### src/rtl/flt_ram.sv
// ============================================================================
// flt_ram
// Generic single-write, single-read synchronous RAM with registered read.
// ============================================================================
module flt_ram #(
    parameter int WIDTH = 32,
    parameter int DEPTH = 64
) (
    input  logic                                  clk,
    input  logic                                  we,
    input  logic [(DEPTH > 1 ? $clog2(DEPTH) : 1)-1:0] waddr,
    input  logic [WIDTH-1:0]                      wdata,
    input  logic                                  re,
    input  logic [(DEPTH > 1 ? $clog2(DEPTH) : 1)-1:0] raddr,
    output logic [WIDTH-1:0]                      rdata
);

    logic [WIDTH-1:0] mem_reg [DEPTH];
    logic [WIDTH-1:0] rdata_reg;

    always_ff @(posedge clk)
    begin
        if (we)
        begin
            mem_reg[waddr] <= wdata;
        end
        if (re)
        begin
            rdata_reg <= mem_reg[raddr];
        end
    end

    assign rdata = rdata_reg;

endmodule

### config.mk
export PLATFORM = sky130hd
export DESIGN_NAME = flt_ram
export DESIGN_NICKNAME = d
export VERILOG_FILES = /design/src/rtl/flt_ram.sv
export SDC_FILE = /design/constraint.sdc
export NUM_CORES = 2
export LEC_CHECK = 0
export BUFFER_PORTS_ARGS = -buffer_cell sky130_fd_sc_hd__buf_2
export CAP_MARGIN = 20
export CORE_MARGIN = 10
export CORE_UTILIZATION = 70
export CTS_BUF_LIST = sky130_fd_sc_hd__clkbuf_2
export CTS_CLUSTER_SIZE = 8
export DETAILED_ROUTE_END_ITERATION = 10
export PLACE_DENSITY_LB_ADDON = 0.1
export SLEW_MARGIN = 20
export SYNTH_ARGS = -nofsm -noshare
export SYNTH_HDL_FRONTEND = slang
export SYNTH_SLANG_ARGS = --single-unit
export TNS_END_PERCENT = 30
### constraint.sdc
create_clock -name clk -period 5.6 [get_ports clk]
set_clock_uncertainty 0.05 [all_clocks]
set_input_delay 0.84 -clock clk [delete_from_list [all_inputs] [get_ports clk]]
set_output_delay 0.84 -clock clk [all_outputs]
set_load 0.02 [all_outputs]
# Yosys cells after proc, flatten, opt, wreduce, memory -nomap -nowiden
# Memories as Yosys holds them, arrays and structs flattened. A register that Yosys moved wholly into a read port is not among the register bits.
# Index checks and enable logic that the tools add are counted.
# Widths: inputs -> output; s select.
# word_totals
regBits,0
ramBits,2048
in_bits,47
word_cells,3
memories,1
# memory_table
memory,words,word_bits,rd,rd_ports_with_merged_regs,wr,line,text
mem_reg,64,32,1,1,1,18,logic [WIDTH-1:0] mem_reg [DEPTH];
# classes
muxes,2
# ops
op,count
$mux 1,2

# Depth between registers and ports, before layout
# logic_depth
ltp_word,2
mapped_depth,10
mapped_depth_nobuf,5

# Least setup slack after synthesis
# OpenSTA, ideal clock, no wires.
# synth_path
path_type,input -> register
startpoint,input port waddr[3] (netlist bit)
endpoint,memory mem_reg[48][0] (enable)
setup_ps,461
arrival_time_ps,3539
slack_ps,1550
stages,4
path_buffers,1
cell_sequence,clkbuf_1 -> nor2b_1 -> nand4b_1 -> nor3_1
# synth_lines
item,line,text
start: declaration,11,"input logic [(DEPTH > 1 ? $clog2(DEPTH) : 1)-1:0] waddr,"
end: declaration,18,
# Straight into the memory's write port.

# Worst setup path in the final report
# layout_path
startpoint,"register rdata_reg[9], in the netlist rdata[9], read port of mem_reg"
endpoint,output port rdata[9]
# layout_lines
item,line,text
start: declaration,19,logic [WIDTH-1:0] rdata_reg;
end: declaration,15,output logic [WIDTH-1:0] rdata
# No word-level cell between the ends.

==> out/results.ini <==
[outcome]
outcome=completed

[setup_path]
cp_max_fo=1
r2r_slack_ns=2.86
arrival_ns=2.60
reg2reg_to=rdata[7]$_DFFE_PP_
cp_data_required_time_ns=4.71
crit_family=flip-flops
cp.buffers_inverters=1
cp-start-kind=flip-flop
r2r_start=mem_reg[59][7]$_DFFE_PP_
r2r_cells=5
worst-setup-path-type=reg -> out
critPathMaxStageDelay_ns=0.64
crit_slowest_cell=edfxtp_1
cp_cell_sequence=buf_2
worstSetupEndpointType=primary output

[pwr]
power.leakage_nw=27.99
ir_drop_v=0.0002255
finalPower_mw=28.10
power_per_cell_area_nw_per_um2=323.6

[floorplan]
dieArea_sq_um=126400
rows=123
pin_count=79
core_area_sq_um=112200
die_x_microns=355.6
start_util_pct=70.27
die_y_microns=355.6

[clock_tree]
cts_tree=done
cts_max_level=5
clkLatencyLatePin_ns=1.72
post-cts-setup-buffers=0
cts_max_path_buffers=4
cts_buffers=489
root_buffer=clkbuf_2
clkTransAtPathRegs_ns=0.12
cts_sinks=2080

[sta]
clock.fmax_ghz=0.2862
fin_ws_ns=2.106
whs_ns=0.1493
relSlewSlack_pct=19.59
rsz0062_at_grt=no
hold_viol=0
setup_tns_ns=0
setup_viol=0
finalCritPeriodShare_pct=62.39
tightest_slew_ns=1.203
final-max-slew-violation-count=0
finalCriticalPeriod_ns=3.494

[placed_design]
io_buffers=78
hpwl_microns=108900
place_worst_setup_slack_ns=1.330
gp_congestion=0.8085

[finish]
multi_input_area_sq_um=15970
drive_gt1_share_pct=36.26
fin_nets=3944
largest_register_ffs=2048
area_growth_pct=10.15
fill_cells=5751
regArea_sq_um=62460

[logic_synthesis]
synthMuxAreaShare_pct=16.72
synth_area_leader_cell=edfxtp_1
ys_async_sr_fraction_pct=0
synth_nets=3371
yosys_warnings=0
synth_area_per_cell_sq_um=23.72
yosys.area.top_type_share_pct=79.23
yosys.area_share.simple_pct=1.260
synthAdderAreaFrac_pct=0
synthTopCellsByArea=edfxtp_1 (79%), mux4_2 (16%), mux2i_1 (1.2%)
netlist_instances=3324
netlist_area_sq_um=78840
synth_flop_cell=edfxtp_1
synth_seq_area_share_pct=79.23
synth-xor-area-share_pct=0
synth_compound_area_share_pct=1.666
ys_ff_latch=2080
synth_edf_count=2080
synth_top_family_by_area=multiplexers
synth_cell_type_count=33

[route]
routed_wl_microns=191400
ant_nets=0
initialDrtViolationCount=5634
vias=39656
drc=0
via_per_inst=6.864
first_pass_iters=6
wire_per_inst_microns=33.13

[min_path]
hp-start=wdata[15]
hold_class=in -> reg
hold_path_end=mem_reg[19][15]$_DFFE_PP_
holdPathStages=2

[grt]
track_usage_pct=30.85
grt_max_degree=92
grt_overflow_total=0
grt_first_pass_wirelength_microns=277200
grt_pass1_vias=40536
antenna_found_initial=14

[job]
maxCapViolCount=0

[layer usage]
metal  vias up  part of all wire (%)  track usage, %
met5         -                 0.038               0
met4        12                   2.9           10.33
met3       351                    13           9.162
met2      2978                    48           47.26
met1     20509                    35           43.36
li1      15806                     -               -
[cells in the mapped netlist (3+ instances only)]
cell type,number
or3b_2,3
mux4_2,544
nand2b_1,8
clkbuf_1,74
edfxtp_1,2080
o32ai_1,4
a22oi_1,12
buf_6,5
mux2i_1,93
a311oi_1,8
o22ai_1,84
or3_1,3
nand3b_1,5
nor2_1,137
nor3_1,7
buf_1,21
and3_1,4
buf_2,57
buf_4,25
a41o_1,4
nand2_1,26
nand3_1,5
nor2b_1,15
a21oi_1,62
o221ai_1,27
[layout by cell type (no fill, tap or decap), types with 5 or more instances in the layout]
cell type      count
nand2b_1           7
buf_4            132
nand2_1           26
o221ai_1          27
dlygate4sd3_1     53
nor2_1            75
buf_2             56
a21oi_1           62
clkinv_1         141
o22ai_1           84
nand3_1            5
clkinv_2          15
nor3_1             5
mux2i_1           93
diode_2            8
buf_12            19
nand3b_1           5
mux4_2           544
nor2b_1           14
clkbuf_2         695
a311oi_1           8
nor2_4            62
edfxtp_1        2080
a22oi_1           12
[logic make-up after synthesis]
group / Yosys count
DFF: 2080
AOI/OAI and AO/OA: 202
and+or+nand+nor: 223
buffers and inverters: 182
muxes: 637
[timing repair]
item	4_1_cts	5_1_grt
hold buffers	52	1
endpoints found under the hold margin	2321	17
resized for setup	0	0
[report_power, final]
group | internal (mW) | switching (mW)
combinational | 0.594 | 0.939
sequential | 17.2 | 0.0635
clock | 3.52 | 5.73
[worst max-delay path by stage]
stage | from | end | slack [ns] | depth (start not counted)
global route | rdata[9]$_DFFE_PP_ | rdata[9] | 2.00 | 1
CTS | rdata[2]$_DFFE_PP_ | rdata[2] | 1.98 | 1
floorplan | waddr[3] | mem_reg[48][0]$_DFFE_PP_ | 1.55 | 4
finish | rdata[9]$_DFFE_PP_ | rdata[9] | 2.11 | 1
global placement | raddr[0] | rdata[4]$_DFFE_PP_ | 1.35 | 8
detailed placement | raddr[0] | rdata[4]$_DFFE_PP_ | 1.33 | 8
[per-stage QoR]
| step | cells | util, % | cell area, sq um |
|---|---|---|---|
| final | 5777 | 77.40 | 86840 |
| after global routing | 5771 | 77.39 | 86820 |
| after CTS | 5764 | 77.26 | 86680 |
| after detailed placement | 4849 | 73.00 | 81900 |
| after global placement | 4847 | 72.96 | 81850 |
| after floorplan | 3324 | - | 78840 |
[layout make-up]
cell class,instances,area share [%]
clock inverters,168,0.8948
multi-input cells,1062,18.39
diodes,8,0.02305
flip-flops and latches,2080,71.93
well taps,1500,2.161
clock buffers,695,4.006
repair buffers,264,2.596
Power figures use the tool's default switching activity.
